## src/hdl/rrts_pkg.sv

```systemverilog
// Shared types and constants for the round robin target scheduler.
`default_nettype none

package rrts_pkg;

	// Size of the target table and the widths that follow from it.
	localparam int MAX_ENTRIES = 8;
	localparam int IDX_W       = $clog2(MAX_ENTRIES);
	localparam int CNT_W       = $clog2(MAX_ENTRIES + 1);

	// Fixed widths of the request and result fields.
	localparam int OP_W    = 3;
	localparam int ADDR_W  = 16;
	localparam int CTR_W   = 16;
	localparam int CODE_W  = 2;
	localparam int COUNT_W = 4;
	localparam int POS_W   = 3;

	localparam logic [ADDR_W-1:0] NO_ADDRESS = 16'h0000;
	localparam logic [CTR_W-1:0]  CTR_MAX    = 16'hFFFF;

	// Operation codes.
	typedef enum logic [OP_W-1:0] {
		OP_NEXT    = 3'd0,
		OP_CURRENT = 3'd1,
		OP_ADD     = 3'd2,
		OP_REMOVE  = 3'd3,
		OP_ENABLE  = 3'd4,
		OP_REPORT  = 3'd5,
		OP_CLEAR   = 3'd6,
		OP_STATUS  = 3'd7
	} op_t;

	// Result codes.
	typedef enum logic [CODE_W-1:0] {
		RES_OK        = 2'd0,
		RES_NOT_FOUND = 2'd1,
		RES_DUPLICATE = 2'd2,
		RES_FULL      = 2'd3
	} res_t;

	// One table entry as held in the entry memory.
	typedef struct packed {
		logic [ADDR_W-1:0] target;
		logic              enable;
		logic [CTR_W-1:0]  success;
		logic [CTR_W-1:0]  failure;
	} entry_t;

endpackage

`default_nettype wire

```

## src/hdl/round_robin_target_scheduler.sv

```systemverilog
// Top level of the round robin target scheduler: sequencer around the entry memory.
`default_nettype none

// The scheduler holds up to MAX_ENTRIES targets (address, enable bit, saturating success
// and failure counters) in one entry memory with a single registered read port, and serves
// one request at a time. Status and clear pass through the fetch, fetch wait and output
// states; an empty next or current goes straight to the output state. Any request that
// needs a lookup or a round robin search reads one entry per cycle. A remove stops its
// search at the match and then moves each later entry down one place. A finished result
// sits in an output register, and the next request is accepted while it waits to be taken.
// Entries beyond the held count are never read, so no clearing pass follows reset.
module round_robin_target_scheduler (
	input  wire logic                          clk,
	input  wire logic                          arst_n,
	input  wire logic                          in_valid,
	output logic                               in_ready,
	input  wire logic [rrts_pkg::OP_W-1:0]     operation,
	input  wire logic [rrts_pkg::ADDR_W-1:0]   address,
	input  wire logic                          flag,
	output logic                               out_valid,
	input  wire logic                          out_ready,
	output logic [rrts_pkg::CODE_W-1:0]        result_code,
	output logic [rrts_pkg::ADDR_W-1:0]        target_address,
	output logic [rrts_pkg::COUNT_W-1:0]       entry_count,
	output logic [rrts_pkg::POS_W-1:0]         current_position,
	output logic [rrts_pkg::CTR_W-1:0]         success_total,
	output logic [rrts_pkg::CTR_W-1:0]         failure_total
);

	localparam int IDX_W = rrts_pkg::IDX_W;
	localparam int CNT_W = rrts_pkg::CNT_W;

	typedef enum logic [5:0] {
		S_IDLE  = 6'b000001,
		S_SCAN  = 6'b000010,
		S_SHIFT = 6'b000100,
		S_FETCH = 6'b001000,
		S_FWAIT = 6'b010000,
		S_OUT   = 6'b100000
	} state_t;

	// Entry memory and its ports.
	rrts_pkg::entry_t mem [rrts_pkg::MAX_ENTRIES];
	rrts_pkg::entry_t rdata_q;
	rrts_pkg::entry_t wr_data;
	logic             rd_en, wr_en;
	logic [IDX_W-1:0] rd_idx, wr_idx;

	// Control state.
	state_t           state_q, state_d;
	logic [CNT_W-1:0] count_q, count_d;
	logic [IDX_W-1:0] ptr_q, ptr_d;
	logic             out_valid_q, out_valid_d;
	logic             chk_v_s1, chk_v_d;

	// Request and working registers.
	rrts_pkg::op_t                op_q, op_d;
	logic [rrts_pkg::ADDR_W-1:0]  addr_q, addr_d;
	logic                         flag_q, flag_d;
	rrts_pkg::res_t               code_q, code_d;
	logic [rrts_pkg::ADDR_W-1:0]  tgt_q, tgt_d;
	logic [rrts_pkg::CTR_W-1:0]   succ_q, succ_d, fail_q, fail_d;
	logic [IDX_W-1:0]             iss_idx_q, iss_idx_d;
	logic [CNT_W-1:0]             iss_left_q, iss_left_d;
	logic [IDX_W-1:0]             chk_idx_s1, chk_idx_d;

	// Result register.
	logic                         out_load;
	rrts_pkg::res_t               res_code_q;
	logic [rrts_pkg::ADDR_W-1:0]  res_tgt_q;
	logic [CNT_W-1:0]             res_count_q;
	logic [IDX_W-1:0]             res_pos_q;
	logic [rrts_pkg::CTR_W-1:0]   res_succ_q, res_fail_q;

	// Helper terms.
	logic                         is_search, hit, ptr_in_range;
	logic [IDX_W-1:0]             idx_inc, ptr_inc;
	logic [CNT_W-1:0]             count_dec;
	logic [rrts_pkg::CTR_W-1:0]   succ_new, fail_new;

	assign in_ready = (state_q == S_IDLE);

	assign is_search    = (op_q == rrts_pkg::OP_NEXT) || (op_q == rrts_pkg::OP_CURRENT);
	assign hit          = chk_v_s1 && (is_search ? rdata_q.enable : (rdata_q.target == addr_q));
	assign ptr_in_range = (CNT_W'(ptr_q) < count_q);
	assign count_dec    = count_q - CNT_W'(1);

	// Round robin steps wrap at the held count.
	assign idx_inc = ((CNT_W'(iss_idx_q) + CNT_W'(1)) >= count_q) ? '0 : iss_idx_q + IDX_W'(1);
	assign ptr_inc = ((CNT_W'(ptr_q) + CNT_W'(1)) >= count_q) ? '0 : ptr_q + IDX_W'(1);

	// Saturating counter update for a report.
	always_comb begin
		succ_new = rdata_q.success;
		fail_new = rdata_q.failure;
		if (flag_q) begin
			if (rdata_q.success != rrts_pkg::CTR_MAX) succ_new = rdata_q.success + 16'd1;
		end else begin
			if (rdata_q.failure != rrts_pkg::CTR_MAX) fail_new = rdata_q.failure + 16'd1;
		end
	end

	// Sequencer: scans, shifts and write-backs on the entry memory.
	always_comb begin
		state_d     = state_q;
		count_d     = count_q;
		ptr_d       = ptr_q;
		out_valid_d = out_valid_q && !out_ready;
		chk_v_d     = 1'b0;
		op_d        = op_q;
		addr_d      = addr_q;
		flag_d      = flag_q;
		code_d      = code_q;
		tgt_d       = tgt_q;
		succ_d      = succ_q;
		fail_d      = fail_q;
		iss_idx_d   = iss_idx_q;
		iss_left_d  = iss_left_q;
		chk_idx_d   = chk_idx_s1;
		rd_en       = 1'b0;
		rd_idx      = iss_idx_q;
		wr_en       = 1'b0;
		wr_idx      = chk_idx_s1;
		wr_data     = rdata_q;
		out_load    = 1'b0;

		unique case (state_q)
			S_IDLE: begin
				if (in_valid) begin
					op_d       = rrts_pkg::op_t'(operation);
					addr_d     = address;
					flag_d     = flag;
					code_d     = rrts_pkg::RES_OK;
					tgt_d      = rrts_pkg::NO_ADDRESS;
					succ_d     = '0;
					fail_d     = '0;
					iss_idx_d  = '0;
					iss_left_d = count_q;
					unique case (rrts_pkg::op_t'(operation))
						rrts_pkg::OP_NEXT: begin
							if (count_q == '0) begin
								code_d  = rrts_pkg::RES_NOT_FOUND;
								state_d = S_OUT;
							end else begin
								iss_idx_d = ptr_inc;
								state_d   = S_SCAN;
							end
						end
						rrts_pkg::OP_CURRENT: begin
							if (count_q == '0) begin
								code_d  = rrts_pkg::RES_NOT_FOUND;
								state_d = S_OUT;
							end else begin
								if (!ptr_in_range) begin
									ptr_d     = '0;
									iss_idx_d = '0;
								end else begin
									iss_idx_d = ptr_q;
								end
								state_d = S_SCAN;
							end
						end
						rrts_pkg::OP_ADD: begin
							if (count_q >= CNT_W'(rrts_pkg::MAX_ENTRIES)) begin
								code_d  = rrts_pkg::RES_FULL;
								state_d = S_FETCH;
							end else begin
								state_d = S_SCAN;
							end
						end
						rrts_pkg::OP_REMOVE, rrts_pkg::OP_ENABLE, rrts_pkg::OP_REPORT: begin
							state_d = S_SCAN;
						end
						rrts_pkg::OP_CLEAR: begin
							count_d = '0;
							ptr_d   = '0;
							state_d = S_FETCH;
						end
						rrts_pkg::OP_STATUS: begin
							state_d = S_FETCH;
						end
					endcase
				end
			end

			S_SCAN: begin
				if (hit) begin
					// Matching entry found at the index whose data has just returned.
					unique case (op_q)
						rrts_pkg::OP_NEXT, rrts_pkg::OP_CURRENT: begin
							ptr_d   = chk_idx_s1;
							tgt_d   = rdata_q.target;
							state_d = S_OUT;
						end
						rrts_pkg::OP_ADD: begin
							code_d  = rrts_pkg::RES_DUPLICATE;
							state_d = S_FETCH;
						end
						rrts_pkg::OP_REMOVE: begin
							iss_idx_d  = chk_idx_s1 + IDX_W'(1);
							iss_left_d = count_dec - CNT_W'(chk_idx_s1);
							state_d    = S_SHIFT;
						end
						rrts_pkg::OP_ENABLE: begin
							wr_en          = 1'b1;
							wr_data.enable = flag_q;
							state_d        = S_FETCH;
						end
						rrts_pkg::OP_REPORT: begin
							wr_en           = 1'b1;
							wr_data.success = succ_new;
							wr_data.failure = fail_new;
							succ_d          = succ_new;
							fail_d          = fail_new;
							state_d         = S_FETCH;
						end
						rrts_pkg::OP_CLEAR, rrts_pkg::OP_STATUS: begin
							state_d = S_FETCH;
						end
					endcase
				end else if (iss_left_q == '0) begin
					// Every candidate has been checked without a match.
					unique case (op_q)
						rrts_pkg::OP_NEXT, rrts_pkg::OP_CURRENT: begin
							code_d  = rrts_pkg::RES_NOT_FOUND;
							state_d = S_OUT;
						end
						rrts_pkg::OP_ADD: begin
							wr_en           = 1'b1;
							wr_idx          = count_q[IDX_W-1:0];
							wr_data.target  = addr_q;
							wr_data.enable  = 1'b1;
							wr_data.success = '0;
							wr_data.failure = '0;
							count_d         = count_q + CNT_W'(1);
							state_d         = S_FETCH;
						end
						default: begin
							code_d  = rrts_pkg::RES_NOT_FOUND;
							state_d = S_FETCH;
						end
					endcase
				end else begin
					rd_en      = 1'b1;
					iss_idx_d  = idx_inc;
					iss_left_d = iss_left_q - CNT_W'(1);
					chk_idx_d  = iss_idx_q;
					chk_v_d    = 1'b1;
				end
			end

			S_SHIFT: begin
				// Each later entry is read and written one place lower.
				if (chk_v_s1) begin
					wr_en  = 1'b1;
					wr_idx = chk_idx_s1 - IDX_W'(1);
				end
				if (iss_left_q != '0) begin
					rd_en      = 1'b1;
					iss_idx_d  = iss_idx_q + IDX_W'(1);
					iss_left_d = iss_left_q - CNT_W'(1);
					chk_idx_d  = iss_idx_q;
					chk_v_d    = 1'b1;
				end else begin
					count_d = count_dec;
					if ((count_dec != '0) && (CNT_W'(ptr_q) >= count_dec)) ptr_d = '0;
					state_d = S_FETCH;
				end
			end

			S_FETCH: begin
				rd_en   = ptr_in_range;
				rd_idx  = ptr_q;
				state_d = S_FWAIT;
			end

			S_FWAIT: begin
				tgt_d   = ptr_in_range ? rdata_q.target : rrts_pkg::NO_ADDRESS;
				state_d = S_OUT;
			end

			S_OUT: begin
				if (!out_valid_q || out_ready) begin
					out_load    = 1'b1;
					out_valid_d = 1'b1;
					state_d     = S_IDLE;
				end
			end

			default: begin
				state_d = S_IDLE;
			end
		endcase
	end

	// Entry memory with registered read data.
	always_ff @(posedge clk) begin
		if (wr_en) mem[wr_idx] <= wr_data;
		if (rd_en) rdata_q <= mem[rd_idx];
	end

	// Control registers.
	always_ff @(posedge clk or negedge arst_n) begin
		if (!arst_n) begin
			state_q     <= S_IDLE;
			count_q     <= '0;
			ptr_q       <= '0;
			out_valid_q <= 1'b0;
			chk_v_s1    <= 1'b0;
		end else begin
			state_q     <= state_d;
			count_q     <= count_d;
			ptr_q       <= ptr_d;
			out_valid_q <= out_valid_d;
			chk_v_s1    <= chk_v_d;
		end
	end

	// Working and result registers.
	always_ff @(posedge clk) begin
		op_q       <= op_d;
		addr_q     <= addr_d;
		flag_q     <= flag_d;
		code_q     <= code_d;
		tgt_q      <= tgt_d;
		succ_q     <= succ_d;
		fail_q     <= fail_d;
		iss_idx_q  <= iss_idx_d;
		iss_left_q <= iss_left_d;
		chk_idx_s1 <= chk_idx_d;
		if (out_load) begin
			res_code_q  <= code_q;
			res_tgt_q   <= tgt_q;
			res_count_q <= count_q;
			res_pos_q   <= ptr_q;
			res_succ_q  <= succ_q;
			res_fail_q  <= fail_q;
		end
	end

	assign out_valid        = out_valid_q;
	assign result_code      = res_code_q;
	assign target_address   = res_tgt_q;
	assign entry_count      = rrts_pkg::COUNT_W'(res_count_q);
	assign current_position = rrts_pkg::POS_W'(res_pos_q);
	assign success_total    = res_succ_q;
	assign failure_total    = res_fail_q;

`ifndef SYNTH
	// The pointer stays inside the table, and rests at zero when the table is empty.
	a_ptr_range: assert property (@(posedge clk) disable iff (!arst_n)
		(count_q == '0) ? (ptr_q == '0) : (CNT_W'(ptr_q) < count_q))
		else $error("round robin pointer outside the table");

	// The held count never exceeds the table size.
	a_count_max: assert property (@(posedge clk) disable iff (!arst_n)
		count_q <= CNT_W'(rrts_pkg::MAX_ENTRIES))
		else $error("held count above table size");

	// Data under check always comes from an occupied entry.
	a_chk_range: assert property (@(posedge clk) disable iff (!arst_n)
		chk_v_s1 |-> (CNT_W'(chk_idx_s1) < count_q))
		else $error("checked entry beyond held count");

	// A read and a write never meet at the same entry in one cycle.
	a_no_collide: assert property (@(posedge clk) disable iff (!arst_n)
		(rd_en && wr_en) |-> (rd_idx != wr_idx))
		else $error("read and write collide on one entry");

	// A result is raised only from the output state.
	a_out_src: assert property (@(posedge clk) disable iff (!arst_n)
		$rose(out_valid_q) |-> $past(state_q == S_OUT))
		else $error("result raised outside the output state");
`endif

endmodule

`default_nettype wire
```

## config.mk

```make
export PLATFORM = sky130hd
export DESIGN_NAME = round_robin_target_scheduler
export DESIGN_NICKNAME = d
export VERILOG_FILES = /design/src/hdl/rrts_pkg.sv /design/src/hdl/round_robin_target_scheduler.sv
export SDC_FILE = /design/constraint.sdc
export NUM_CORES = 1
export LEC_CHECK = 0
export BUFFER_PORTS_ARGS = -buffer_cell sky130_fd_sc_hd__buf_2
export CORE_ASPECT_RATIO = 0.9
export CORE_MARGIN = 4
export CORE_UTILIZATION = 30
export CTS_CLUSTER_DIAMETER = 200
export DETAILED_ROUTE_END_ITERATION = 12
export GPL_ROUTABILITY_DRIVEN = 0
export GPL_TIMING_DRIVEN = 0
export SYNTH_ARGS = -nofsm -noshare
export SYNTH_HDL_FRONTEND = slang
export SYNTH_SLANG_ARGS = --single-unit
```

## constraint.sdc

```tcl
create_clock -name clk -period 12.01 [get_ports clk]
set_input_delay 0.6005 -clock clk [delete_from_list [all_inputs] [get_ports clk]]
set_output_delay 0.6005 -clock clk [all_outputs]
set_load 0.05 [all_outputs]
```

==> results_dict.tcl, run 1 <==
set metrics [dict create \
    yosysTopAreaCell "edfxtp_1" \
    holdCritPathClass "in -> reg" \
    power_frac_comb_pct 32.0 \
    clk_path_buf_depth 3 \
    cp_max_fo 10 \
    syn_area_mm2 0.0252 \
    grt_pass1_vias 16398 \
    die_x_um 313 \
    placement_rows 100 \
    ys_top_cells_by_area "edfxtp_1 (69%), nand2_1 (5.4%), nand3_1 (2.4%)" \
    remaining_drc_errors 0 \
    worst-setup-path-type "reg -> reg" \
    synth.most_common_cell "edfxtp_1" \
    synth_ff_type "edfxtp_1" \
    finalMaxSlewViolations 0 \
    diodes 0 \
    setup_ws_ps 7110 \
    setup_violations 0 \
    hold_viol 0 \
    grt_setup_unrepaired "false" \
    start_kind "flop" \
    antenna_found_initial 0 \
    period_share_pct 40.8 \
    cts_tree "built" \
    synthCells 1878 \
    power_density_mw_per_mm2 226 \
    area_delta_synth_final_pct 17.2 \
    synth_nets 1930 \
    seq_area_frac_synth_pct 70.5 \
    required_ps 12330 \
    avgViaCountPerCell 5.16 \
    layout_min_cycle_time_ps 4900 \
    placed_cells 3131 \
    dp_slack_ps 7150 \
    start_util_pct 30.3 \
    fin_cells 3233 \
    yosys_register_bits 593 \
    clock.fmax_ghz 0.204 \
    drive_above_1_share_pct 13.1 \
    core_mm2 0.0830 \
    dp_hpwl_um 47600 \
    drtPass1Iterations 6 \
    die_height_um 283 \
    cap_violations 0 \
    p_leak_uw 0.00999 \
    tightest_slew_ps 1420 \
    arrival_ps 5220 \
    grt_overflow 0 \
    detail_route.iter0.violations 1651 \
    wl_per_cell_um 21.1 \
    dieArea_mm2 0.0886 \
    wl_um 68200 \
    io_pins 83 \
    hold_depth 1 \
    vias 16690 \
    critPathCaptureType "flop" \
    clock_latency_ps 630 \
    grt.total_usage_pct 15.0 \
    hold_ws_ps 142 \
    switching_share_pct 35.8 \
    htree_levels 2 \
    async_reset_ff_share_pct 2.53 \
    nets 2120 \
    avgSynthCellArea_um2 13.4 \
    vdd_drop_max_mv 0.122 \
    slew_headroom_pct 2.92 \
    tns_ps 0 \
    yosysWarnings 0 \
    cts_buffers 56 \
    synth_common_cells "edfxtp_1 (578), nand2_1 (360), nand3_1 (121)" \
    yosysUniqueCellTypes 74 \
    cts_root_buffer "clkbuf_16" \
    cts_resized 0 \
    ant_nets 0 \
    cts_setup_buffers 0 \
    synth_edf_count 578 \
    grt_pass1_wl_um 102000 \
    yosys.area.top_type_share_pct 69.0 \
    p_int_uw 4280 \
    p_seq_share_pct 41.6 \
    critPathMaxStageDelay_ps 770 \
    p_switching_uw 2390 \
    cts_hold_buf 1 \
    clk_pin_slew_ps 60 \
    skew_ps 30.5 \
    worstPathCellList "nand2b_1, nand2b_1, nor2_1, a31oi_2, clkbuf_1, a31oi_1, nor3_2, buf_8, buf_6, buf_8, buf_6" \
    portBuffers 82 \
    grt_max_degree 37 \
    numClockSinks 593 \
    power.share.clock_pct 26.4 \
    power.total_uw 6670 \
    ff2ff_path_depth 11 \
    outcome "completed" \
    critical-path-slowest-cell "clkbuf_1" \
    rrSetupSlack_ps 7110 \
]
==> path summary, 6_finish.rpt <==
kind | from | to
worst min register to register | succ_q[12] | success_total[12]
worst min-delay path | address[13] | addr_q[13]
worst max register to register | state_q[0] | mem[7][18]
min in group asynchronous | arst_n | state_q[4]
max in group asynchronous | arst_n | state_q[0]
worst max-delay path | state_q[0] | mem[7][18]
==> power groups by stage <==
stage,clock network [uW],logic (uW),registers (uW)
after floorplan,0,1290,2850
after global placement,0,2040,2830
after detailed placement,0,2110,2820
after CTS,1790,2120,2770
after global routing,1880,2300,2790
final,1760,2130,2780
==> state kept, by name (all words and copies together) (netlist names) <==
register          flops
iss_idx_q             3
succ_q               16
rdata_q              49
mem                 392
op_q                  3
code_q                2
iss_left_q            4
target_address       16
chk_v_s1              1
addr_q               16
fail_q               16
state_q               6
chk_idx_s1            3
entry_count           4
result_code           2
success_total        16
current_position      3
failure_total        16
ptr_q                 3
flag_q                1
out_valid             1
count_q               4
tgt_q                16
==> area by class of cell <==
class                           instances  area, um2
Clock inverter                         35        375
Inverter                               26       97.6
Fill cell                            7889      53500
Multi-Input combinational cell       1145       6920
Sequential cell                       593      17700
Clock buffer                           66       1440
Buffer                                114        478
Timing Repair Buffer                  132       1050
Tap cell                             1122       1400
==> cell families (layout without fill, tap and decap cells) <==
family / count (synthesis) / in the layout / synth area share, %
and+or+nand+nor: 716 / 716 / 13.2
DFF: 593 / 593 / 70.5
AOI/OAI and AO/OA: 324 / 324 / 9.68
buffers and inverters: 140 / 373 / 2.29
xor gates and xnor gates: 51 / 51 / 1.78
adders and majority gates: 28 / 28 / 1.42
muxes: 26 / 26 / 1.14
==> cell usage in the layout (no fill, tap or decap), types with 38 or more instances in the layout <==
master     netlist  final
edfxtp_1       578    578
nand2_1        360    360
nand3_1        121    121
buf_2           37    119
clkbuf_1        72     82
and3_1          63     63
nor2_1          60     60
clkbuf_16        0     56
a211oi_1        53     52
a311oi_1        50     50
a31o_1          49     49
a31oi_1         38     38
==> worst max-delay path: cells and delay by family, from the launching register on <==
kind,cells,cell delay (ps)
buf+inv,5,1520
compound gates,2,1050
flops,1,620
simple gates,4,1390
==> metrics by stage <==
step / utilization [%] / area (um2)
final: 35.6 / 29500
after global routing: 35.6 / 29500
after detailed placement: 33.4 / 27700
after global placement: 32.5 / 27000
after CTS: 35.6 / 29500
after floorplan: - / 25200
==> layer usage <==
metal	wire (um)	part of all wire [%]	track usage (%)	up-vias
met5	0	0	0	-
met4	1930	2.8	4.89	0
met3	4840	7.1	1.97	131
met2	33000	48	25.9	736
met1	28400	42	19.7	8291
li1	-	-	-	7532
Power figures use the tool's default switching activity.
==> inputs of run 2 (changes only) <==
==> constraint.sdc (replaced) <==
create_clock -name clk -period 5.02 [get_ports clk]
set_input_delay 0.251 -clock clk [delete_from_list [all_inputs] [get_ports clk]]
set_output_delay 0.251 -clock clk [all_outputs]
set_load 0.05 [all_outputs]
==> results_dict.tcl, run 2 (synthesis gave the netlist of run 1 again) <==
set metrics [dict create \
    outcome "completed" \
    hold_ws_ps 114 \
    finalMaxSlewViolations 0 \
    crit_top_cell "buf_16" \
    clk_pin_slew_ps 60 \
    use_met3_pct 2.53 \
    clock_latency_ps 650 \
    worstPathCellList "xor2_1, nor4_1, and4_1, a31oi_2, clkbuf_1, a31oi_1, nor3_4, buf_16, buf_16, buf_16" \
    ant_nets 0 \
    cp_max_fo 13 \
    wl_per_cell_um 21.1 \
    path_delay_family "buffers and inverters" \
    die_x_um 313 \
    diodes 0 \
    critPathMaxStageDelay_ps 830 \
    layout_commonest_cell "edfxtp_1" \
    cts_buffers 59 \
    grt_pass1_vias 16352 \
    drive_above_1_share_pct 13.0 \
    vias 16777 \
    tightest_slew_ps 1340 \
    regArea_mm2 0.0177 \
    layout_min_cycle_time_ps 4880 \
    numClockSinks 593 \
    wl_um 68600 \
    worst-setup-path-type "reg -> reg" \
    skew_ps 47.2 \
    power_density_mw_per_mm2 544 \
    placement_rows 100 \
    htree_levels 2 \
    cts_tree "built" \
    antenna_found_initial 1 \
    grt.total_usage_pct 15.3 \
    largest_reg_flops 392 \
    grt_util_met1_pct 20.2 \
    nets 2134 \
    avgViaCountPerCell 5.16 \
    hold_viol 0 \
    cts_setup_buffers 0 \
    holdCritPathClass "in -> async" \
    grt_setup_unrepaired "false" \
    final_cell_mix "edfxtp_1 (578), nand2_1 (360), nand3_1 (121)" \
    area_delta_synth_final_pct 19.0 \
    rrSetupSlack_ps 140 \
    io_pins 83 \
    required_ps 5350 \
    clock.fmax_ghz 0.205 \
    arrival_ps 5220 \
    start_kind "flop" \
    drtPass1Iterations 7 \
    grt_max_degree 37 \
    dieArea_mm2 0.0886 \
    vdd_drop_max_mv 0.374 \
    remaining_drc_errors 0 \
    power.total_uw 16300 \
    start_util_pct 30.3 \
    cap_violations 0 \
    regMostFlops "mem" \
    p_leak_uw 0.0102 \
    slew_headroom_pct 8.28 \
    clk_path_buf_depth 3 \
    setup_violations 0 \
    fillCellCount 7858 \
    detail_route.iter0.violations 1808 \
    core_mm2 0.0830 \
    critical-path-slowest-cell "nor3_4" \
    timing.critical_path.buf_inv 4 \
    grtUsageMet2_pct 25.5 \
    period_share_pct 97.3 \
    critPathCaptureType "flop" \
    portBuffers 82 \
    dp_hpwl_um 47800 \
    multiInputGateArea_mm2 0.00694 \
    grt_pass1_wl_um 104000 \
    grt_overflow 0 \
    cts_root_buffer "clkbuf_16" \
    die_height_um 283 \
    reg_top3 "mem: 392 flops, rdata_q: 49 flops" \
    grt_busiest_layer "met2" \
]
-- run 2: final cells by class --
| class | count | area share [%] |
|---|---|---|
| inverters | 26 | 0.326 |
| multi-input cells | 1145 | 23.2 |
| well taps | 1122 | 4.69 |
| clock inverters | 42 | 1.64 |
| plain buffers | 114 | 1.60 |
| flip-flops and latches | 593 | 59.2 |
| clock buffers | 67 | 5.03 |
| repair buffers | 143 | 4.29 |
-- run 2: worst reg2reg max path, stage by stage, from the launching register on --
cell,delay (ps)
edfxtp_1,470
xor2_1,320
nor4_1,130
and4_1,290
a31oi_2,630
clkbuf_1,810
a31oi_1,470
nor3_4,830
buf_16,250
buf_16,180
buf_16,180
-- run 2: timing repair --
action | in CTS | in global routing
hold buffers | 23 | 0
endpoints found under the hold margin | 37 | 0
resized for setup | 0 | 0
-- run 2: worst paths after layout --
path | startpoint | end | cells after the start
max | rdata_q[37] | mem[1][24] | 10
min | arst_n | state_q[4] | 2
max reg2reg | rdata_q[37] | mem[1][24] | 10
min reg2reg | fail_q[3] | failure_total[3] | 0
max in group asynchronous | arst_n | state_q[0] | 2
min in group clk | address[1] | addr_q[1] | 2
-- run 2: layer usage --
layer,up-vias,wire (um)
li1,7572,-
met1,8307,28200
met2,730,32700
met3,166,5390
met4,2,2330
met5,-,11
-- run 2: stage by stage --
| step | cell area [um2] | setup TNS [ps] | setup slack (ps) | instances | util, % |
|---|---|---|---|---|---|
| floorplan | 25200 | -204550 | -1040 | 1878 | - |
| global placement | 27000 | -1391910 | -5040 | 3082 | 32.5 |
| detailed placement | 27700 | 0 | 245 | 3120 | 33.4 |
| CTS | 29900 | 0 | 249 | 3252 | 36.1 |
| global route | 29900 | 0 | 53.1 | 3252 | 36.1 |
| finish | 29900 | 0 | 137 | 3252 | 36.1 |
-- run 2: power by group --
part	internal [uW]	switching (uW)
logic	1510	3610
registers	6340	302
clock network	2630	1870
==> inputs of run 3 (changes only) <==
--- a/config.mk
+++ b/config.mk
@@ -8,7 +8,7 @@
 export BUFFER_PORTS_ARGS = -buffer_cell sky130_fd_sc_hd__buf_2
 export CORE_ASPECT_RATIO = 0.9
 export CORE_MARGIN = 4
-export CORE_UTILIZATION = 30
+export CORE_UTILIZATION = 45
 export CTS_CLUSTER_DIAMETER = 200
 export DETAILED_ROUTE_END_ITERATION = 12
 export GPL_ROUTABILITY_DRIVEN = 0
==> results_dict.tcl, run 3 (synthesis gave the netlist of run 1 again) <==
set metrics [dict create \
    p_seq_share_pct 41.2 \
    grt_pass1_vias 16405 \
    layout_commonest_cell "edfxtp_1" \
    power_density_mw_per_mm2 548 \
    cts_buffers 60 \
    required_ps 5350 \
    final_cell_mix "edfxtp_1 (578), nand2_1 (360), nand3_1 (121)" \
    worstPathCellList "nand2b_1, nand2b_1, nor2_1, a31oi_2, clkdlybuf4s15_1, a31oi_1, nor3_4, buf_16, buf_16, buf_16" \
    p_leak_uw 0.0101 \
    die_height_um 232 \
    hold_viol 0 \
    clock.fmax_ghz 0.202 \
    nets 2134 \
    largest_reg_flops 392 \
    clk_pin_slew_ps 60 \
    p_switching_uw 5750 \
    power.total_uw 16100 \
    grt_setup_unrepaired "false" \
    layout_min_cycle_time_ps 4950 \
    core_mm2 0.0548 \
    switching_share_pct 35.7 \
    regMostFlops "mem" \
    placement_rows 81 \
    wl_per_cell_um 23.1 \
    vdd_drop_max_mv 0.273 \
    clock_latency_ps 640 \
    p_int_uw 10400 \
    path_delay_family "simple AND/OR/NAND/NOR gates" \
    numClockSinks 593 \
    critical-path-slowest-cell "clkdlybuf4s15_1" \
    crit_top_cell "buf_16" \
    finalMaxSlewViolations 0 \
    period_share_pct 98.6 \
    cts_tree "built" \
    fillCellCount 4488 \
    power_frac_comb_pct 31.7 \
    cap_violations 0 \
    critPathMaxStageDelay_ps 840 \
    area_delta_synth_final_pct 16.8 \
    outcome "completed" \
    power.share.clock_pct 27.1 \
    antenna_found_initial 0 \
    grt_pass1_wl_um 100000 \
    setup_violations 0 \
    reg_top3 "mem: 392 flops, rdata_q: 49 flops" \
    vias 16681 \
    hold_ws_ps 62.5 \
    portBuffers 82 \
    start_kind "flop" \
    remaining_drc_errors 0 \
    drive_above_1_share_pct 12.8 \
    cp_max_fo 16 \
    grt_overflow 0 \
    grt_max_degree 38 \
    arrival_ps 5280 \
    diodes 0 \
    slew_headroom_pct 8.21 \
    grt.total_usage_pct 22.0 \
    dieArea_mm2 0.0598 \
    htree_levels 2 \
    detail_route.iter0.violations 1826 \
    dp_hpwl_um 45900 \
    start_util_pct 45.9 \
    cts_root_buffer "clkbuf_16" \
    tightest_slew_ps 1340 \
    drtPass1Iterations 5 \
    die_x_um 257 \
    io_pins 83 \
    timing.critical_path.buf_inv 4 \
    critPathCaptureType "flop" \
    cts_setup_buffers 0 \
    skew_ps 31.1 \
    ant_nets 0 \
    avgViaCountPerCell 5.79 \
    worst-setup-path-type "reg -> reg" \
    clk_path_buf_depth 3 \
    holdCritPathClass "in -> async" \
    wl_um 66600 \
]
-- run 3: cell count changes in the layout (fill, tap and decap cells not counted), sizes merged --
cell,previous run,this run
clkbuf,139,146
bufinv,9,5
inv,30,28
buf,162,161
clkdlybuf4s15,0,1
clkinv,28,29
-- run 3: power groups by stage --
stage / logic (uW) / registers [uW] / clock network (uW)
detailed placement: 5030 / 6740 / 0
finish: 5100 / 6640 / 4360
global placement: 4860 / 6760 / 0
CTS: 5080 / 6640 / 4430
floorplan: 3090 / 6820 / 0
global route: 5530 / 6680 / 4650
-- run 3: metrics by stage --
step           setup WS [ps]  instance area, um2  instances  utilization [%]   TNS, ps
5_1_grt                 5.40               29400       2879             53.6         0
6_report                71.0               29400       2879             53.6         0
3_5_place_dp            58.1               27200       2744             49.6         0
4_1_cts                 28.7               29400       2879             53.6         0
2_1_floorplan          -1040               25200       1878                -   -204550
3_3_place_gp           -4960               26500       2707             48.4  -1328770
-- run 3: per-layer routing --
metal | global-route usage [%] | vias up | share of wire, %
met3 | 3.66 | 119 | 7.8
met5 | 0 | - | 0
met1 | 31.2 | 8279 | 43
li1 | - | 7568 | -
met2 | 35.3 | 715 | 47
met4 | 6.27 | 0 | 2.5
-- run 3: layout make-up --
class                           count  area [um2]  share of cell area, %
Multi-Input combinational cell   1145        6950                   23.7
Buffer                            114         484                   1.65
Timing Repair Buffer              142        1260                   4.30
Inverter                           26        97.6                  0.332
Tap cell                          747         935                   3.18
Clock inverter                     37         324                   1.10
Sequential cell                   593       17700                   60.4
Clock buffer                       75        1590                   5.41
-- run 3: timing repair --
item | in CTS | in global routing
endpoints found under the setup margin | 0 | 13
hold endpoints to repair | 37 | 0
hold buffers | 23 | 0
gates resized for setup | 0 | 3
-- run 3: final timing paths --
path	from	end	slack, ps	cells after the start
max reg2reg	state_q[0]	mem[3][21]	70	10
min	arst_n	state_q[2]	60	2
max in group asynchronous	arst_n	state_q[0]	4650	2
min in group clk	address[0]	addr_q[0]	320	2
min reg2reg	tgt_q[13]	target_address[13]	410	0
max	state_q[0]	mem[3][21]	70	10
